<file path="config.mk">
export PLATFORM = sky130hd
export DESIGN_NAME = twfa_vec
export DESIGN_NICKNAME = d
export VERILOG_FILES = /design/src/rtl/twfa_pkg.sv /design/src/rtl/twfa_vec.sv
export SDC_FILE = /design/constraint.sdc
export NUM_CORES = 2
export LEC_CHECK = 0
export ABC_CLOCK_PERIOD_IN_PS = 17600
export BUFFER_PORTS_ARGS = -buffer_cell sky130_fd_sc_hd__buf_2
export CAP_MARGIN = 15
export CORE_ASPECT_RATIO = 0.8
export CORE_MARGIN = 2
export CORE_UTILIZATION = 45
export DETAILED_ROUTE_END_ITERATION = 16
export PLACE_DENSITY = 0.68
export SLEW_MARGIN = 20
export SYNTH_ARGS = -nofsm -noshare
export SYNTH_HDL_FRONTEND = slang
export SYNTH_SLANG_ARGS = --single-unit
export TNS_END_PERCENT = 1
</file>
<file path="constraint.sdc">
create_clock -name i_clk -period 17.6 [get_ports i_clk]
set_input_delay 3.52 -clock i_clk [delete_from_list [all_inputs] [get_ports i_clk]]
set_output_delay 3.52 -clock i_clk [all_outputs]
set_load 0.05 [all_outputs]
</file>
<file path="src/rtl/twfa_pkg.sv">
// Shared constants, types and helper functions of the true wind block.
package twfa_pkg;

    localparam int CORDIC_STAGES  = 16;
    localparam int FRACTION_BITS  = 8;

    localparam int ANGLE_W        = 12;
    localparam int SPEED_IN_W     = 11;
    localparam int SPEED_W        = 12;

    // Integer bits of the datapath words, sign included.
    localparam int INT_W          = 14;
    localparam int VW             = INT_W + FRACTION_BITS;
    localparam int SPD_RAW_W      = INT_W + 1;

    localparam int GAIN_W         = 25;
    localparam int GAIN_SHIFT     = 24;
    localparam int PW             = VW + GAIN_W;
    localparam logic signed [GAIN_W-1:0] INV_GAIN = 25'sd10188014;

    localparam int ATAN_TABLE_LEN = 24;
    localparam int ATAN_IDX_W     = 5;
    localparam int ATAN_Q         = 16;
    localparam int ATAN_SUM_W     = 26;
    localparam int ATAN_SHIFT     = ATAN_Q - FRACTION_BITS;
    localparam int ATAN_HALF      = (1 << ATAN_SHIFT) >> 1;

    // atan(2^-i) in tenths of a degree, Q16.
    localparam logic [24:0] ATAN_Q16 [ATAN_TABLE_LEN] = '{
        25'd29491200, 25'd17409672, 25'd9198793, 25'd4669451,
        25'd2343786,  25'd1173036,  25'd586661,  25'd293348,
        25'd146676,   25'd73339,    25'd36669,   25'd18335,
        25'd9167,     25'd4584,     25'd2292,    25'd1146,
        25'd573,      25'd286,      25'd143,     25'd72,
        25'd36,       25'd18,       25'd9,       25'd4
    };

    localparam logic [ANGLE_W-1:0] ANGLE_WRAP    = 12'd3600;
    localparam logic [ANGLE_W-1:0] QUARTER_TURN  = 12'd900;
    localparam logic [ANGLE_W-1:0] THREE_QUARTER = 12'd2700;
    localparam logic signed [INT_W-1:0] FULL_TURN = 14'sd3600;
    localparam logic signed [INT_W-1:0] HALF_TURN = 14'sd1800;
    localparam logic [SPEED_W-1:0] SPEED_MAX     = 12'd4095;

    typedef logic signed [VW-1:0] t_vec;
    typedef logic signed [PW-1:0] t_prod;

    typedef struct packed {
        logic [ANGLE_W-1:0]    apparent_angle;
        logic [SPEED_IN_W-1:0] apparent_speed;
        logic [SPEED_IN_W-1:0] ground_speed;
        logic [ANGLE_W-1:0]    measured_angle;
        logic [SPEED_W-1:0]    measured_speed;
    } t_in_item;

    // Facts about one item that ride along with the CORDIC pipeline.
    typedef struct packed {
        logic [SPEED_IN_W-1:0] ground_speed;
        logic                  force_zero;
        logic                  angle_pass;
        logic [ANGLE_W-1:0]    angle_meas;
        logic                  speed_pass;
        logic [SPEED_W-1:0]    speed_meas;
    } t_side;

    typedef struct packed {
        logic [ANGLE_W-1:0] true_angle;
        logic [SPEED_W-1:0] true_speed;
        logic               angle_passed_through;
        logic               speed_passed_through;
    } t_out_item;

    // Arctangent step rounded half up to FRACTION_BITS fraction bits.
    function automatic t_vec atan_step(input logic [ATAN_IDX_W-1:0] idx);
        logic [ATAN_SUM_W-1:0] sum;
        sum = ATAN_SUM_W'(ATAN_Q16[idx]) + ATAN_SUM_W'(ATAN_HALF);
        return t_vec'(sum >> ATAN_SHIFT);
    endfunction

    // Brings a 12-bit angle code above 3599 back into range.
    function automatic logic [ANGLE_W-1:0] wrap_angle(input logic [ANGLE_W-1:0] a);
        return (a >= ANGLE_WRAP) ? (a - ANGLE_WRAP) : a;
    endfunction

endpackage

</file>
<file path="src/rtl/twfa_vec.sv">
// Gain correction, ground speed removal and vectoring-mode CORDIC pipeline.
module twfa_vec (
    input  logic                i_clk,
    input  logic                i_rst_n,
    input  logic                i_en,
    input  logic                i_valid,
    input  twfa_pkg::t_vec      i_x,
    input  twfa_pkg::t_vec      i_y,
    input  twfa_pkg::t_side     i_side,
    output logic                o_valid,
    output twfa_pkg::t_vec      o_x,
    output twfa_pkg::t_vec      o_z,
    output twfa_pkg::t_side     o_side
);

    twfa_pkg::t_prod    prod_x;
    twfa_pkg::t_prod    prod_y;
    twfa_pkg::t_vec     sog_fx;
    logic               vec_zero;
    logic               vec_neg;
    twfa_pkg::t_side    n_side_f;

    logic               r_m_valid;
    twfa_pkg::t_vec     r_m_x;
    twfa_pkg::t_vec     r_m_y;
    twfa_pkg::t_side    r_m_side;

    logic               r_s_valid;
    twfa_pkg::t_vec     r_s_x;
    twfa_pkg::t_vec     r_s_y;
    twfa_pkg::t_side    r_s_side;

    logic               r_valid [twfa_pkg::CORDIC_STAGES+1];
    twfa_pkg::t_vec     r_x     [twfa_pkg::CORDIC_STAGES+1];
    twfa_pkg::t_vec     r_y     [twfa_pkg::CORDIC_STAGES];
    twfa_pkg::t_vec     r_z     [twfa_pkg::CORDIC_STAGES+1];
    twfa_pkg::t_side    r_side  [twfa_pkg::CORDIC_STAGES+1];

    assign prod_x = twfa_pkg::t_prod'(i_x) * twfa_pkg::t_prod'(twfa_pkg::INV_GAIN);
    assign prod_y = twfa_pkg::t_prod'(i_y) * twfa_pkg::t_prod'(twfa_pkg::INV_GAIN);
    assign sog_fx = twfa_pkg::t_vec'(r_m_side.ground_speed) <<< twfa_pkg::FRACTION_BITS;

    // The left half plane is mirrored and half a turn goes into the angle.
    always_comb begin
        vec_zero            = (r_s_x == '0) && (r_s_y == '0);
        vec_neg             = r_s_x[twfa_pkg::VW-1];
        n_side_f            = r_s_side;
        n_side_f.force_zero = r_s_side.force_zero | vec_zero;
    end

    always_ff @(posedge i_clk) begin
        if (!i_rst_n) begin
            r_m_valid  <= 1'b0;
            r_s_valid  <= 1'b0;
            r_valid[0] <= 1'b0;
        end else if (i_en) begin
            r_m_valid  <= i_valid;
            r_s_valid  <= r_m_valid;
            r_valid[0] <= r_s_valid;
        end
    end

    always_ff @(posedge i_clk) begin
        if (i_en) begin
            r_m_x     <= prod_x[twfa_pkg::GAIN_SHIFT +: twfa_pkg::VW];
            r_m_y     <= prod_y[twfa_pkg::GAIN_SHIFT +: twfa_pkg::VW];
            r_m_side  <= i_side;

            r_s_x     <= r_m_x - sog_fx;
            r_s_y     <= r_m_y;
            r_s_side  <= r_m_side;

            r_x[0]    <= vec_neg ? -r_s_x : r_s_x;
            r_y[0]    <= vec_neg ? -r_s_y : r_s_y;
            r_z[0]    <= vec_neg
                ? (twfa_pkg::t_vec'(twfa_pkg::HALF_TURN) <<< twfa_pkg::FRACTION_BITS)
                : '0;
            r_side[0] <= n_side_f;
        end
    end

    for (genvar k = 0; k < twfa_pkg::CORDIC_STAGES; k++) begin : g_stage
        twfa_pkg::t_vec dx;
        logic           down;

        assign dx   = r_y[k] >>> k;
        assign down = r_y[k][twfa_pkg::VW-1];

        always_ff @(posedge i_clk) begin
            if (!i_rst_n) begin
                r_valid[k+1] <= 1'b0;
            end else if (i_en) begin
                r_valid[k+1] <= r_valid[k];
            end
        end

        always_ff @(posedge i_clk) begin
            if (i_en) begin
                r_x[k+1]    <= down ? (r_x[k] - dx) : (r_x[k] + dx);
                r_z[k+1]    <= down
                    ? (r_z[k] - twfa_pkg::atan_step(twfa_pkg::ATAN_IDX_W'(k)))
                    : (r_z[k] + twfa_pkg::atan_step(twfa_pkg::ATAN_IDX_W'(k)));
                r_side[k+1] <= r_side[k];
            end
        end

        if (k < twfa_pkg::CORDIC_STAGES - 1) begin : g_y
            twfa_pkg::t_vec dy;

            assign dy = r_x[k] >>> k;

            always_ff @(posedge i_clk) begin
                if (i_en) begin
                    r_y[k+1] <= down ? (r_y[k] + dy) : (r_y[k] - dy);
                end
            end
        end
    end

    assign o_valid = r_valid[twfa_pkg::CORDIC_STAGES];
    assign o_x     = r_x[twfa_pkg::CORDIC_STAGES];
    assign o_z     = r_z[twfa_pkg::CORDIC_STAGES];
    assign o_side  = r_side[twfa_pkg::CORDIC_STAGES];

endmodule

</file>
== After elaboration in Yosys (flattened, before gate mapping) ==
Memory sizes are Yosys's and may differ from the RTL's.
Cells that the tools add are included.

* Register bits: 166
* Memory bits (writable): 1763
* Memories: 5

{| class="wikitable"
|+ Memories
! name !! depth !! width !! rd ports !! clocked after memory_dff !! wr ports !! RTL line !! text
|-
| r_side || 17 || 38 || 17 || 0 || 17 || twfa_vec.sv:37 || <nowiki>twfa_pkg::t_side r_side [twfa_pkg::CORDIC_STAGES+1];</nowiki>
|-
| r_x || 17 || 22 || 17 || 0 || 17 || twfa_vec.sv:34 || <nowiki>twfa_pkg::t_vec r_x [twfa_pkg::CORDIC_STAGES+1];</nowiki>
|-
| r_z || 17 || 22 || 17 || 0 || 17 || twfa_vec.sv:36 || <nowiki>twfa_pkg::t_vec r_z [twfa_pkg::CORDIC_STAGES+1];</nowiki>
|-
| r_y || 16 || 22 || 16 || 0 || 16 || twfa_vec.sv:35 || <nowiki>twfa_pkg::t_vec r_y [twfa_pkg::CORDIC_STAGES];</nowiki>
|-
| r_valid || 17 || 1 || 17 || 0 || 17 || twfa_vec.sv:33 || <nowiki>logic r_valid [twfa_pkg::CORDIC_STAGES+1];</nowiki>
|}

* Add/sub/neg operators: 96
* Multipliers: 2
* Muxes and demuxes: 72
* Bitwise gates (word level): 18
* Reductions and logical operators: 3

{| class="wikitable"
|+ Operators with widths
! cell !! count
|-
| 2-to-1 mux 22 bit || 49
|-
| multiplier 22 x 24 -> 45 bit (second input constant) || 2
|-
| subtractor 22 x 20 -> 22 bit || 3
|-
| adder 22 x 10 -> 22 bit || 2
|-
| adder 22 x 11 -> 22 bit || 2
|-
| adder 22 x 12 -> 22 bit || 2
|-
| adder 22 x 13 -> 22 bit || 2
|-
| adder 22 x 14 -> 22 bit || 2
|-
| adder 22 x 15 -> 22 bit || 2
|-
| adder 22 x 16 -> 22 bit || 2
|-
| adder 22 x 17 -> 22 bit || 2
|-
| adder 22 x 18 -> 22 bit || 2
|-
| adder 22 x 18 -> 22 bit (second input constant) || 2
|-
| adder 22 x 19 -> 22 bit || 2
|-
| adder 22 x 20 -> 22 bit || 2
|-
| adder 22 x 21 -> 22 bit || 2
|-
| adder 22 x 8 -> 22 bit || 2
|-
| adder 22 x 9 -> 22 bit || 2
|-
| logical NOT 22 bit || 2
|-
| negator 22 bit || 2
|-
| subtractor 22 x 10 -> 22 bit || 2
|-
| subtractor 22 x 11 -> 22 bit || 2
|-
| subtractor 22 x 12 -> 22 bit || 2
|-
| subtractor 22 x 13 -> 22 bit || 2
|-
| 46 further kinds || 95
|}

== Logic depth before layout (Yosys ltp) ==
* Depth in word-level cells: 4
* Gate-level depth with buffers: 25
* Depth with buffers taken out: 25

== Worst setup path before layout ==
OpenSTA, ideal clock, no wires.

* Path type: input-to-reg
* From: input port i_x[1]
* To: register r_m_x[20] (data pin)
* Arrival time: 9465 ps
* Data required time: 17342 ps
* Setup slack: 7878 ps
* Cell stages on the path: 23
* Path buffers: 0
* Path through: fa_1 -> inv_1 -> fa_1 -> fa_1 -> inv_1 -> fa_1 -> fa_1 -> fa_1 -> inv_1 -> fa_1 -> inv_1 -> ha_1 -> a211oi_1 -> o211a_1 -> nand4b_1 -> o221ai_1 -> o221ai_1 -> a211o_1 -> and2_1 -> o21a_1 -> a311o_1 -> a21oi_1 -> xnor2_1

* Longest elaborated chain between the ends: 1

{| class="wikitable"
|+ RTL lines
! element !! RTL line !! text
|-
| from (decl) || twfa_vec.sv:7 || <nowiki>input twfa_pkg::t_vec i_x,</nowiki>
|-
| multiplier 22 x 24 -> 45 bit || twfa_vec.sv:39 || <nowiki>assign prod_x = twfa_pkg::t_prod'(i_x) * twfa_pkg::t_prod'(twfa_pkg::INV_GAIN);</nowiki>
|-
| named net prod_x[44] || twfa_vec.sv:16 || <nowiki>twfa_pkg::t_prod prod_x;</nowiki>
|-
| to (signal assigned) || twfa_vec.sv:65 || <nowiki>r_m_x <= prod_x[twfa_pkg::GAIN_SHIFT +: twfa_pkg::VW];</nowiki>
|-
| to (decl) || twfa_vec.sv:24 || <nowiki>twfa_pkg::t_vec r_m_x;</nowiki>
|}

The timed path passes the listed nets, and every way through them passes these cells.
A chain may end at the register's enable or synchronous reset.

== Final worst setup path ==
* From: input port i_x[7]
* To: register r_m_x[14] (data pin)

Same word-level chain as after synthesis.

==> results.sh <==
export IMPL_area_delta_synth_final_pct=9.24
export IMPL_ant_nets=0
export IMPL_cts_hold_buf=0
export IMPL_grt_first_pass_wirelength_mm=426
export IMPL_rsz0062_at_grt="no"
export IMPL_synth_cells=10900
export IMPL_slew_violations=0
export IMPL_dieWidth_um=592
export IMPL_path_cells="buf_2 -> fa_1 -> ha_1 -> inv_1 -> fa_1 -> inv_1 -> fa_1 -> fa_1 -> fa_1 -> inv_1 -> fa_1 -> inv_1 -> ha_1 -> a21o_1 -> a21o_1 -> nand4b_1 -> o221ai_1 -> o221ai_1 -> a211o_1 -> a21oi_1 -> o21ai_1 -> a21oi_1 -> o21bai_1 -> xor2_1"
export IMPL_cp_num_buf_inv=5
export IMPL_core_area_um2=275000
export IMPL_synth_edff_count=1851
export IMPL_die_y_um=475
export IMPL_synth_nets=12900
export IMPL_clkSlewWorstSetupHoldPaths_ps=60
export IMPL_finalHoldViolations=0
export IMPL_slowest_delay_ps=800
export IMPL_fmax_mhz=99.8
export IMPL_dp_final_hpwl_mm=209
export IMPL_post_cts_setup_buffers=0
export IMPL_diodes=0
export IMPL_setup_tns_final_ps=0
export IMPL_ys_warn_count=0
export IMPL_cp_slowest_cell="fa_1"
export IMPL_num_nets_final=13100
export IMPL_rrSetupSlack_ps=12560
export IMPL_htree_levels=4
export IMPL_cts_root_buf="clkbuf_16"
export IMPL_cts_buffer_depth=4
export IMPL_io_pins=169
export IMPL_syn_avg_cell_area_um2=11.4
export IMPL_port_buffers=167
export IMPL_crit_family="adder cells"
export IMPL_antenna_found_initial=5
export IMPL_status="completed"
export IMPL_synth_top_area_share_pct=44.6
export IMPL_ctsResizeCount=0
export IMPL_grt_pass1_vias=80000
export IMPL_wirelength_mm=267
export IMPL_synth_cell_area_um2=125000
export IMPL_viasPerCell=5.38
export IMPL_synth_area_leaders="edfxtp_1, ha_1, fa_1"
export IMPL_yosysUniqueCellTypes=77
export IMPL_critPathKind="in -> reg"
export IMPL_cp_max_fo=5
export IMPL_initial_core_util_pct=45.3
export IMPL_ys_seq_area_share_pct=44.6
export IMPL_arrival_ps=10640
export IMPL_cts_tree="built"
export IMPL_route_detailed_drc=0
export IMPL_ys_ff_latch=1854
export IMPL_cts_sinks=1854
export IMPL_synth_top_area_cell="edfxtp_1"
export IMPL_clock_skew_final_ps=97.1
export IMPL_drive_above_1_share_pct=5.29
export IMPL_grt_max_degree=183
export IMPL_required_ps=18210
export IMPL_setup_viol=0
export IMPL_worstMarginPinSlew_ps=1040
export IMPL_gp_congestion=0.901
export IMPL_grt_usage_pct=18.7
export IMPL_end_kind="register"
export IMPL_start_kind="input port"
export IMPL_row_count=172
export IMPL_path_common_cell="fa_1"
export IMPL_wl_per_cell_um=17.9
export IMPL_hold_class="reg -> reg"
export IMPL_grt_ovfl_total=0
export IMPL_synthArstFlopShare_pct=0
export IMPL_fin_crit_ps=10020
export IMPL_dr_total_vias=80400
export IMPL_drt_initial_drc_count=5452
export IMPL_insertion_delay_ps=880
export IMPL_post_route_period_util_pct=57.0
export IMPL_cts_made_buffers=196
export IMPL_dr_pass1_iters=5
export IMPL_die_area_um2=281000
export IMPL_synth_main_ff_cell="edfxtp_1"
export IMPL_slew_headroom_pct=29.8
export IMPL_drv_cap=0
-- cells in the final DEF, fill, tap and decap left out, types with 80 or more instances in the layout --
cell | Yosys | layout
edfxtp_1 | 1851 | 1851
ha_1 | 1429 | 1429
inv_1 | 1070 | 1070
xnor2_1 | 858 | 858
a21oi_1 | 840 | 840
nor2_1 | 754 | 754
fa_1 | 468 | 468
nand2_1 | 457 | 457
o21ai_0 | 430 | 430
xor2_1 | 392 | 392
a21o_1 | 320 | 320
nor3_1 | 263 | 262
clkbuf_16 | 0 | 200
buf_2 | 0 | 166
nor2b_1 | 165 | 165
nand3_1 | 165 | 165
and3_1 | 127 | 127
o21bai_1 | 123 | 123
nand2b_1 | 101 | 101
a31oi_1 | 80 | 80
-- cell families (layout without fill, tap and decap cells) --
| family | Yosys count | in the layout | synth area share (%) |
|---|---|---|---|
| compound gates | 2278 | 2278 | 11.5 |
| xor+xnor | 1250 | 1250 | 8.78 |
| fa+ha+maj | 1897 | 1897 | 21.9 |
| buf+inv | 1238 | 1630 | 3.91 |
| flops | 1854 | 1854 | 44.6 |
| mux | 52 | 52 | 0.445 |
| other cells | 1 | 1 | 0.00301 |
| simple gates | 2319 | 2319 | 8.90 |
-- final timing paths --
path             startpoint        endpoint  cells after the start
max                  i_x[7]       r_m_x[14]                     24
max reg2reg     r_y[1][131]     r_y[1][152]                     16
min reg2reg  r_side[0][498]  r_side[0][536]                      0
min          r_side[0][498]  r_side[0][536]                      0
-- final cells by class --
cell class	instances	area, um2
Timing Repair Buffer	203	1230
Inverter	1075	4040
Tap cell	3654	4570
Sequential cell	1854	55600
Clock buffer	230	5120
Multi-Input combinational cell	7797	64200
Clock inverter	122	1410
Fill cell	24100	139000
-- per-stage QoR --
step	hold slack, ps	setup slack [ps]	util (%)	std cells	area, um2
floorplan	400	7880	-	10900	125000
global placement	400	6740	47.1	14600	130000
detailed placement	405	6660	47.1	14600	130000
CTS	331	7610	49.5	14900	136000
global route	344	7230	49.5	14900	136000
finish	347	7580	49.5	14900	136000
-- layer usage --
| layer | GRT usage [%] | vias to the layer above | part of all wire [%] |
|---|---|---|---|
| met5 | 0 | - | 0.0049 |
| met4 | 4.49 | 2 | 2.2 |
| met3 | 2.25 | 351 | 4.2 |
| met2 | 30.7 | 1685 | 46 |
| met1 | 26.5 | 38800 | 48 |
| li1 | - | 39500 | - |
-- cell usage after synthesis, types with 263 or more instances --
cell / n
edfxtp_1: 1851
ha_1: 1429
inv_1: 1070
xnor2_1: 858
a21oi_1: 840
nor2_1: 754
fa_1: 468
nand2_1: 457
o21ai_0: 430
xor2_1: 392
a21o_1: 320
nor3_1: 263
-- flip-flops by register name (all words and copies together), names as in the netlist, 17 cells and up --
| name | cells |
|---|---|
| n_side_f | 37 |
| r_m_side | 38 |
| r_m_x | 22 |
| r_m_y | 22 |
| r_s_x | 22 |
| r_s_y | 22 |
| r_side | 646 |
| r_valid | 17 |
| r_x | 373 |
| r_y | 337 |
| r_z | 315 |
Power is left out: the tool's default activity adds up to more than one toggle a clock period on the data nets, which glitch-free logic cannot reach.
