`src/rtl/twfa_pkg.sv`:
```
// Shared constants, types and helper functions of the true wind block.
package twfa_pkg;

    localparam int CORDIC_STAGES  = 16;
    localparam int FRACTION_BITS  = 8;

    localparam int ANGLE_W        = 12;
    localparam int SPEED_IN_W     = 11;
    localparam int SPEED_W        = 12;

    // Integer bits of the datapath words, sign included.
    localparam int INT_W          = 14;
    localparam int VW             = INT_W + FRACTION_BITS;
    localparam int SPD_RAW_W      = INT_W + 1;

    localparam int GAIN_W         = 25;
    localparam int GAIN_SHIFT     = 24;
    localparam int PW             = VW + GAIN_W;
    localparam logic signed [GAIN_W-1:0] INV_GAIN = 25'sd10188014;

    localparam int ATAN_TABLE_LEN = 24;
    localparam int ATAN_IDX_W     = 5;
    localparam int ATAN_Q         = 16;
    localparam int ATAN_SUM_W     = 26;
    localparam int ATAN_SHIFT     = ATAN_Q - FRACTION_BITS;
    localparam int ATAN_HALF      = (1 << ATAN_SHIFT) >> 1;

    // atan(2^-i) in tenths of a degree, Q16.
    localparam logic [24:0] ATAN_Q16 [ATAN_TABLE_LEN] = '{
        25'd29491200, 25'd17409672, 25'd9198793, 25'd4669451,
        25'd2343786,  25'd1173036,  25'd586661,  25'd293348,
        25'd146676,   25'd73339,    25'd36669,   25'd18335,
        25'd9167,     25'd4584,     25'd2292,    25'd1146,
        25'd573,      25'd286,      25'd143,     25'd72,
        25'd36,       25'd18,       25'd9,       25'd4
    };

    localparam logic [ANGLE_W-1:0] ANGLE_WRAP    = 12'd3600;
    localparam logic [ANGLE_W-1:0] QUARTER_TURN  = 12'd900;
    localparam logic [ANGLE_W-1:0] THREE_QUARTER = 12'd2700;
    localparam logic signed [INT_W-1:0] FULL_TURN = 14'sd3600;
    localparam logic signed [INT_W-1:0] HALF_TURN = 14'sd1800;
    localparam logic [SPEED_W-1:0] SPEED_MAX     = 12'd4095;

    typedef logic signed [VW-1:0] t_vec;
    typedef logic signed [PW-1:0] t_prod;

    typedef struct packed {
        logic [ANGLE_W-1:0]    apparent_angle;
        logic [SPEED_IN_W-1:0] apparent_speed;
        logic [SPEED_IN_W-1:0] ground_speed;
        logic [ANGLE_W-1:0]    measured_angle;
        logic [SPEED_W-1:0]    measured_speed;
    } t_in_item;

    // Facts about one item that ride along with the CORDIC pipeline.
    typedef struct packed {
        logic [SPEED_IN_W-1:0] ground_speed;
        logic                  force_zero;
        logic                  angle_pass;
        logic [ANGLE_W-1:0]    angle_meas;
        logic                  speed_pass;
        logic [SPEED_W-1:0]    speed_meas;
    } t_side;

    typedef struct packed {
        logic [ANGLE_W-1:0] true_angle;
        logic [SPEED_W-1:0] true_speed;
        logic               angle_passed_through;
        logic               speed_passed_through;
    } t_out_item;

    // Arctangent step rounded half up to FRACTION_BITS fraction bits.
    function automatic t_vec atan_step(input logic [ATAN_IDX_W-1:0] idx);
        logic [ATAN_SUM_W-1:0] sum;
        sum = ATAN_SUM_W'(ATAN_Q16[idx]) + ATAN_SUM_W'(ATAN_HALF);
        return t_vec'(sum >> ATAN_SHIFT);
    endfunction

    // Brings a 12-bit angle code above 3599 back into range.
    function automatic logic [ANGLE_W-1:0] wrap_angle(input logic [ANGLE_W-1:0] a);
        return (a >= ANGLE_WRAP) ? (a - ANGLE_WRAP) : a;
    endfunction

endpackage

```
`src/rtl/twfa_rot.sv`:
```
// Input preparation and rotation-mode CORDIC pipeline (apparent vector to x/y).
module twfa_rot (
    input  logic                i_clk,
    input  logic                i_rst_n,
    input  logic                i_en,
    input  logic                i_valid,
    input  twfa_pkg::t_in_item  i_item,
    output logic                o_valid,
    output twfa_pkg::t_vec      o_x,
    output twfa_pkg::t_vec      o_y,
    output twfa_pkg::t_side     o_side
);

    logic               r_valid [twfa_pkg::CORDIC_STAGES+1];
    twfa_pkg::t_vec     r_x     [twfa_pkg::CORDIC_STAGES+1];
    twfa_pkg::t_vec     r_y     [twfa_pkg::CORDIC_STAGES+1];
    twfa_pkg::t_vec     r_z     [twfa_pkg::CORDIC_STAGES];
    twfa_pkg::t_side    r_side  [twfa_pkg::CORDIC_STAGES+1];

    logic [twfa_pkg::ANGLE_W-1:0]       awa;
    logic signed [twfa_pkg::INT_W-1:0]  ang_int;
    logic                               flip;
    twfa_pkg::t_vec                     mag;
    twfa_pkg::t_vec                     n_x0;
    twfa_pkg::t_vec                     n_z0;
    twfa_pkg::t_side                    n_side0;

    // Fold the angle into -90..+90 degrees; the far half flips the start vector.
    always_comb begin
        awa = twfa_pkg::wrap_angle(i_item.apparent_angle);
        flip = 1'b0;
        if (awa > twfa_pkg::THREE_QUARTER) begin
            ang_int = $signed(twfa_pkg::INT_W'(awa)) - twfa_pkg::FULL_TURN;
        end else if (awa > twfa_pkg::QUARTER_TURN) begin
            ang_int = $signed(twfa_pkg::INT_W'(awa)) - twfa_pkg::HALF_TURN;
            flip    = 1'b1;
        end else begin
            ang_int = $signed(twfa_pkg::INT_W'(awa));
        end
        mag  = twfa_pkg::t_vec'(i_item.apparent_speed) <<< twfa_pkg::FRACTION_BITS;
        n_x0 = flip ? -mag : mag;
        n_z0 = twfa_pkg::t_vec'(ang_int) <<< twfa_pkg::FRACTION_BITS;

        n_side0.ground_speed = i_item.ground_speed;
        n_side0.force_zero   = (i_item.apparent_speed == '0);
        n_side0.angle_pass   = (i_item.measured_angle != '0);
        n_side0.angle_meas   = twfa_pkg::wrap_angle(i_item.measured_angle);
        n_side0.speed_pass   = (i_item.measured_speed != '0);
        n_side0.speed_meas   = i_item.measured_speed;
    end

    always_ff @(posedge i_clk) begin
        if (!i_rst_n) begin
            r_valid[0] <= 1'b0;
        end else if (i_en) begin
            r_valid[0] <= i_valid;
        end
    end

    always_ff @(posedge i_clk) begin
        if (i_en) begin
            r_x[0]    <= n_x0;
            r_y[0]    <= '0;
            r_z[0]    <= n_z0;
            r_side[0] <= n_side0;
        end
    end

    for (genvar k = 0; k < twfa_pkg::CORDIC_STAGES; k++) begin : g_stage
        twfa_pkg::t_vec dx;
        twfa_pkg::t_vec dy;
        logic           up;

        assign dx = r_y[k] >>> k;
        assign dy = r_x[k] >>> k;
        assign up = !r_z[k][twfa_pkg::VW-1];

        always_ff @(posedge i_clk) begin
            if (!i_rst_n) begin
                r_valid[k+1] <= 1'b0;
            end else if (i_en) begin
                r_valid[k+1] <= r_valid[k];
            end
        end

        always_ff @(posedge i_clk) begin
            if (i_en) begin
                r_x[k+1]    <= up ? (r_x[k] - dx) : (r_x[k] + dx);
                r_y[k+1]    <= up ? (r_y[k] + dy) : (r_y[k] - dy);
                r_side[k+1] <= r_side[k];
            end
        end

        if (k < twfa_pkg::CORDIC_STAGES - 1) begin : g_angle
            always_ff @(posedge i_clk) begin
                if (i_en) begin
                    r_z[k+1] <= up
                        ? (r_z[k] - twfa_pkg::atan_step(twfa_pkg::ATAN_IDX_W'(k)))
                        : (r_z[k] + twfa_pkg::atan_step(twfa_pkg::ATAN_IDX_W'(k)));
                end
            end
        end
    end

    assign o_valid = r_valid[twfa_pkg::CORDIC_STAGES];
    assign o_x     = r_x[twfa_pkg::CORDIC_STAGES];
    assign o_y     = r_y[twfa_pkg::CORDIC_STAGES];
    assign o_side  = r_side[twfa_pkg::CORDIC_STAGES];

endmodule

```
`config.mk`:
```
export PLATFORM = sky130hd
export DESIGN_NAME = twfa_rot
export DESIGN_NICKNAME = d
export VERILOG_FILES = /design/src/rtl/twfa_pkg.sv /design/src/rtl/twfa_rot.sv
export SDC_FILE = /design/constraint.sdc
export NUM_CORES = 2
export LEC_CHECK = 0
export ABC_CLOCK_PERIOD_IN_PS = 5900
export BUFFER_PORTS_ARGS = -buffer_cell sky130_fd_sc_hd__buf_2
export CORE_ASPECT_RATIO = 1.4
export CORE_MARGIN = 2
export CORE_UTILIZATION = 45
export DETAILED_ROUTE_END_ITERATION = 12
export GPL_TIMING_DRIVEN = 0
export SLEW_MARGIN = 40
export SYNTH_ARGS = -nofsm -noshare
export SYNTH_HDL_FRONTEND = slang
export SYNTH_SLANG_ARGS = --single-unit
export TNS_END_PERCENT = 100
```
`constraint.sdc`:
```
create_clock -name i_clk -period 5.9 [get_ports i_clk]
set_clock_uncertainty 0.15 [all_clocks]
set_input_delay 0.885 -clock i_clk [delete_from_list [all_inputs] [get_ports i_clk]]
set_output_delay 0.885 -clock i_clk [all_outputs]
set_load 0.05 [all_outputs]
```
# ---- Yosys cells after proc, flatten, opt, wreduce, memory -nomap -nowiden
# Memory sizes are Yosys's and may differ from the RTL's.
# Cells that the tools add are included.
dict set report totals {
  mem_count 5
  reg_bits 0
  elab_cells 203
  out_inout_bits 83
  ram_bits 1763
}
dict set report op_classes {
  n_reduce_logical 3
  mux 76
  addsub 98
  bitwise 17
  magnitude_cmp 4
}
# memory depth width read_ports rd_ports_with_merged_regs write_ports line_no
set mem_list {}
lappend mem_list {r_side 17 38 17 0 17 twfa_rot.sv:18} ;# twfa_pkg::t_side r_side [twfa_pkg::CORDIC_STAGES+1];
lappend mem_list {r_x 17 22 17 0 17 twfa_rot.sv:15} ;# twfa_pkg::t_vec r_x [twfa_pkg::CORDIC_STAGES+1];
lappend mem_list {r_y 17 22 17 0 17 twfa_rot.sv:16} ;# twfa_pkg::t_vec r_y [twfa_pkg::CORDIC_STAGES+1];
lappend mem_list {r_z 16 22 16 0 16 twfa_rot.sv:17} ;# twfa_pkg::t_vec r_z [twfa_pkg::CORDIC_STAGES];
lappend mem_list {r_valid 17 1 17 0 17 twfa_rot.sv:14} ;# logic r_valid [twfa_pkg::CORDIC_STAGES+1];
# cell n
set ops {}
lappend ops {{two-way mux 22 bit} 48}
lappend ops {{adder 22 x 10 -> 22 bit} 2}
lappend ops {{adder 22 x 11 -> 22 bit} 2}
lappend ops {{adder 22 x 12 -> 22 bit} 2}
lappend ops {{adder 22 x 13 -> 22 bit} 2}
lappend ops {{adder 22 x 14 -> 22 bit} 2}
lappend ops {{adder 22 x 15 -> 22 bit} 2}
lappend ops {{adder 22 x 16 -> 22 bit} 2}
lappend ops {{adder 22 x 17 -> 22 bit} 2}
lappend ops {{adder 22 x 18 -> 22 bit} 2}
lappend ops {{adder 22 x 18 -> 22 bit, second input constant} 2}
lappend ops {{adder 22 x 19 -> 22 bit} 2}
lappend ops {{adder 22 x 20 -> 22 bit} 2}
lappend ops {{adder 22 x 21 -> 22 bit} 2}
lappend ops {{adder 22 x 7 -> 22 bit} 2}
lappend ops {{adder 22 x 8 -> 22 bit} 2}
lappend ops {{adder 22 x 9 -> 22 bit} 2}
lappend ops {{subtractor 22 x 10 -> 22 bit} 2}
lappend ops {{subtractor 22 x 11 -> 22 bit} 2}
lappend ops {{subtractor 22 x 12 -> 22 bit} 2}
lappend ops {{subtractor 22 x 13 -> 22 bit} 2}
lappend ops {{subtractor 22 x 14 -> 22 bit} 2}
lappend ops {{subtractor 22 x 15 -> 22 bit} 2}
lappend ops {{subtractor 22 x 16 -> 22 bit} 2}
lappend ops {{other kinds (50)} 104}

# ---- Logic depth before layout (Yosys ltp)
dict set report depth {
  word_depth 6
  mapped_depth 18
}

# ---- Least setup slack after synthesis
# Ideal clock, no wire load.
dict set report synth_path {
  kind {register to register}
  start {memory r_y[1][8] in the netlist's numbering}
  end {memory r_x[1][43] in the netlist's numbering, data pin}
  period_less_slack_ns 4.200
  slack_ns 1.700
  path_stages_with_launch 18
  setup_time_ns 0.260
  n_path_buf 0
  arrival_ns 3.790
  cell_sequence {edfxtp_1 > inv_1 > ha_1 > nand3b_1 > or4_1 > or3_1 > nand2_1 > xnor2_1 > ha_1 > a2111oi_0 > nand2b_1 > o211ai_1 > a31oi_1 > a311oi_1 > nor3_1 > or3_1 > a21oi_1 > xnor2_1}
}
# element line_no
set synth_lines {}
lappend synth_lines {{start: declaration} twfa_rot.sv:16}
lappend synth_lines {{end: declaration} twfa_rot.sv:15}

==> impl_metrics.prom <==
# TYPE chip_impl_metric gauge
chip_impl_info{name="status",value="completed"} 1
chip_impl_info{name="synth_most_common_cell",value="edfxtp_1"} 1
chip_impl_metric{name="tightest_slew",unit="ps"} 870
chip_impl_metric{name="drtPass1Iterations",unit=""} 5
chip_impl_metric{name="xor_xnor_portion_of_the_synthesized_cell_area",unit=""} 0.0996
chip_impl_metric{name="placedInstanceArea",unit="mm²"} 0.101
chip_impl_metric{name="synth_edf_count",unit=""} 1627
chip_impl_metric{name="tns",unit="ps"} 0
chip_impl_metric{name="async_flop_share",unit=""} 0
chip_impl_metric{name="maxSlewHeadroom",unit=""} 0.416
chip_impl_metric{name="postSynthRegisterBits",unit=""} 1628
chip_impl_info{name="worstPathCellList",value="clkbuf_2 -> clkbuf_1 -> inv_2 -> o41ai_1 -> xnor2_1 -> ha_1 -> a2111oi_0 -> o21a_1 -> nor3_1 -> a2111oi_1 -> o31a_1 -> a21oi_1 -> a21o_1 -> a21oi_1 -> xnor2_1"} 1
chip_impl_metric{name="detail_route.wirelength",unit="mm"} 208
chip_impl_metric{name="critPathMaxFanout",unit=""} 19
chip_impl_metric{name="critical_path_arrival",unit="ps"} 5980
chip_impl_metric{name="syn_area_per_cell",unit="µm²"} 11.6
chip_impl_info{name="cp_launch_type",value="register"} 1
chip_impl_metric{name="synth-seq-area-share",unit=""} 0.507
chip_impl_metric{name="fmax",unit="GHz"} 0.181
chip_impl_metric{name="grt_util_all_layers",unit=""} 0.188
chip_impl_metric{name="area_growth",unit="%"} 11.2
chip_impl_metric{name="clkSlewWorstSetupHoldPaths",unit="ps"} 60
chip_impl_metric{name="avgViaCountPerCell",unit=""} 5.45
chip_impl_metric{name="place.detailed.instances",unit=""} 11300
chip_impl_info{name="cts.root.buffer_cell",value="clkbuf_16"} 1
chip_impl_metric{name="post-route-cell-area",unit="mm²"} 0.107
chip_impl_metric{name="cts_max_path_buffers",unit=""} 4
chip_impl_info{name="synthTopCellsByArea",value="edfxtp_1, ha_1, xnor2_1"} 1
chip_impl_metric{name="buffer_ports.inserted",unit=""} 144
chip_impl_metric{name="rows",unit=""} 201
chip_impl_metric{name="synth_largest_type_area_fraction",unit=""} 0.507
chip_impl_metric{name="cts_buffers",unit=""} 175
chip_impl_metric{name="detail_route.drc_violations",unit=""} 0
chip_impl_metric{name="yosys.area_share.adder",unit=""} 0.133
chip_impl_metric{name="hold_violations",unit=""} 0
chip_impl_metric{name="syn-instance-count",unit=""} 8300
chip_impl_info{name="cp-end-kind",value="register"} 1
chip_impl_metric{name="detailed_place_hpwl",unit="mm"} 162
chip_impl_metric{name="synth_cell_type_count",unit=""} 88
chip_impl_metric{name="finalSetupViolations",unit=""} 0
chip_impl_metric{name="dp_slack",unit="ps"} 41.8
chip_impl_metric{name="chipWidth",unit="µm"} 395
chip_impl_info{name="synth_top_family_by_area",value="compound AO/OA/AOI/OAI gates"} 1
chip_impl_metric{name="grt_pass1_vias",unit=""} 64800
chip_impl_metric{name="post-cts-setup-buffer-count",unit=""} 0
chip_impl_metric{name="synth_compound_area_frac",unit=""} 0.135
chip_impl_metric{name="drive_above_1_share",unit=""} 0.0624
chip_impl_metric{name="insertion_delay",unit="ps"} 820
chip_impl_info{name="timing.setup.critical_path_class",value="register to register"} 1
chip_impl_metric{name="globalRouteOverflowTotal",unit=""} 0
chip_impl_metric{name="grt_start_max_net_pins",unit=""} 114
chip_impl_info{name="netlist_top_cells_count",value="edfxtp_1, ha_1, xnor2_1"} 1
chip_impl_metric{name="vias",unit=""} 63300
chip_impl_metric{name="required_time_reported_for_the_critical_path_endpoint",unit="ps"} 6340
chip_impl_metric{name="ctsHtreeMaxLevel",unit=""} 4
chip_impl_metric{name="fin_nets",unit=""} 9716
chip_impl_metric{name="drv.max_cap_violation_count",unit=""} 0
chip_impl_info{name="min-delay-path-class",value="input port to register"} 1
chip_impl_metric{name="core_area",unit="mm²"} 0.214
chip_impl_metric{name="syn_area",unit="mm²"} 0.0964
chip_impl_metric{name="mappedNetlistNets",unit=""} 9365
chip_impl_metric{name="die_ht",unit="µm"} 552
chip_impl_metric{name="finalCriticalPeriod",unit="ps"} 5540
chip_impl_metric{name="final_max_slew_viol_count",unit=""} 0
chip_impl_info{name="slowest_library_cell_on_the_worst_path",value="a2111oi_1"} 1
chip_impl_metric{name="number_of_antenna_violations_at_the_first_check_in_global_routing",unit=""} 1
chip_impl_metric{name="start_util",unit=""} 0.451
chip_impl_metric{name="grt_pass1_wl",unit="mm"} 329
chip_impl_metric{name="synth.area.mux_share",unit=""} 0.00715
chip_impl_metric{name="routed_wire_length_per_instance",unit="µm"} 17.9
chip_impl_metric{name="finalCritPeriodShare",unit=""} 0.938
chip_impl_info{name="cts_tree",value="yes"} 1
chip_impl_metric{name="post_synth_and_or_nand_nor_area_fraction",unit=""} 0.0992
chip_impl_metric{name="floorplan.die_area",unit="mm²"} 0.218
chip_impl_metric{name="stdcell_count",unit=""} 11600
chip_impl_metric{name="ant_nets",unit=""} 0
chip_impl_metric{name="boundaryPins",unit=""} 145
chip_impl_metric{name="clock_sinks",unit=""} 1628
chip_impl_metric{name="synth.yosys.warnings",unit=""} 0
chip_impl_info{name="yosysTopAreaCell",value="edfxtp_1"} 1
chip_impl_metric{name="final_critical_path_setup_slack",unit="ps"} 364
chip_impl_metric{name="detail_route.iter0.violations",unit=""} 2575
chip_impl_metric{name="gp_routability_congestion",unit=""} 0.897
chip_impl_info{name="rsz0062_at_grt",value="false"} 1
chip_impl_metric{name="critical_path.max_stage_delay",unit="ps"} 820
chip_impl_info{name="synth_flop_cell",value="edfxtp_1"} 1
## flip-flops by register name, indices dropped and copies added, names as in the netlist
name     count
r_x        344
r_valid     17
r_y        326
r_z        295
r_side     646
## layer usage
metal  wire length [µm]  vias to the layer above  GRT usage
met3               5700                      592     0.0222
met5                  0                        -          0
li1                   -                    31700          -
met4              15200                        0      0.126
met2             118000                     1042      0.388
met1              69400                    30000      0.166
## critical path: cells and delay by family, from the launching register on
family | cells | cell delay, ps
simple gates | 1 | 140
fa+ha+maj | 1 | 340
xor+xnor | 2 | 330
compound gates | 8 | 2490
flops | 1 | 510
buf+inv | 3 | 1340
## timing repair
action,in CTS,in global routing
endpoints found under the setup margin,0,2
hold endpoints to repair,9,0
resized for setup,0,2
hold buffers,9,0
## worst paths after layout
path / start / endpoint / slack, ps / cells past startpoint
min: i_item[25] / r_side[0][28]$_DFFE_PP_ / 80 / 1
max reg2reg: r_z[0][153]$_DFFE_PP_ / r_x[0][175]$_DFFE_PP_ / 360 / 15
max: r_z[0][153]$_DFFE_PP_ / r_x[0][175]$_DFFE_PP_ / 360 / 15
min reg2reg: r_side[1][16]$_DFFE_PP_ / r_side[1][54]$_DFFE_PP_ / 260 / 0
## per-stage QoR
step           hold slack [ps]   util
5_1_grt                   23.7  0.502
3_3_place_gp               250  0.472
4_1_cts                   1.08  0.502
3_5_place_dp               255  0.475
2_1_floorplan              250      -
6_report                  80.0  0.502
## final cells by class
cell class,instances,area [µm²]
multi-input combinational,6207,45900
antenna,1,2.50
tap,2842,3560
clock buffer,208,4550
buffer,80,310
fill,18700,106000
timing repair buffer,174,1350
clock inverter,96,1170
sequential,1628,48900
inverter,385,1450
## cell families (layout without fill, tap and decap cells)
logic type      after synthesis  in the layout
compound gates             2069           2069
xor+xnor                   1096           1096
buf+inv                     465            943
other cells                   0              1
mux                          65             65
fa+ha+maj                  1003           1003
flops                      1628           1628
simple gates               1974           1974
## layout by cell type, fill, tap and decap left out, types with 93 or more instances in the layout
cell type / count
nand2b_1: 111
clkbuf_1: 95
xor2_1: 367
buf_2: 147
nand2_1: 373
nand3_1: 129
nor2b_1: 93
clkbuf_16: 177
o21a_1: 130
ha_1: 962
o21ai_0: 357
a21oi_1: 728
a21o_1: 224
edfxtp_1: 1627
xnor2_1: 729
inv_1: 378
nor3_1: 246
o21bai_1: 107
nor2_1: 629
Power is not shown: default switching activity piles up to over one toggle a cycle in this logic, so the estimate is an artifact.
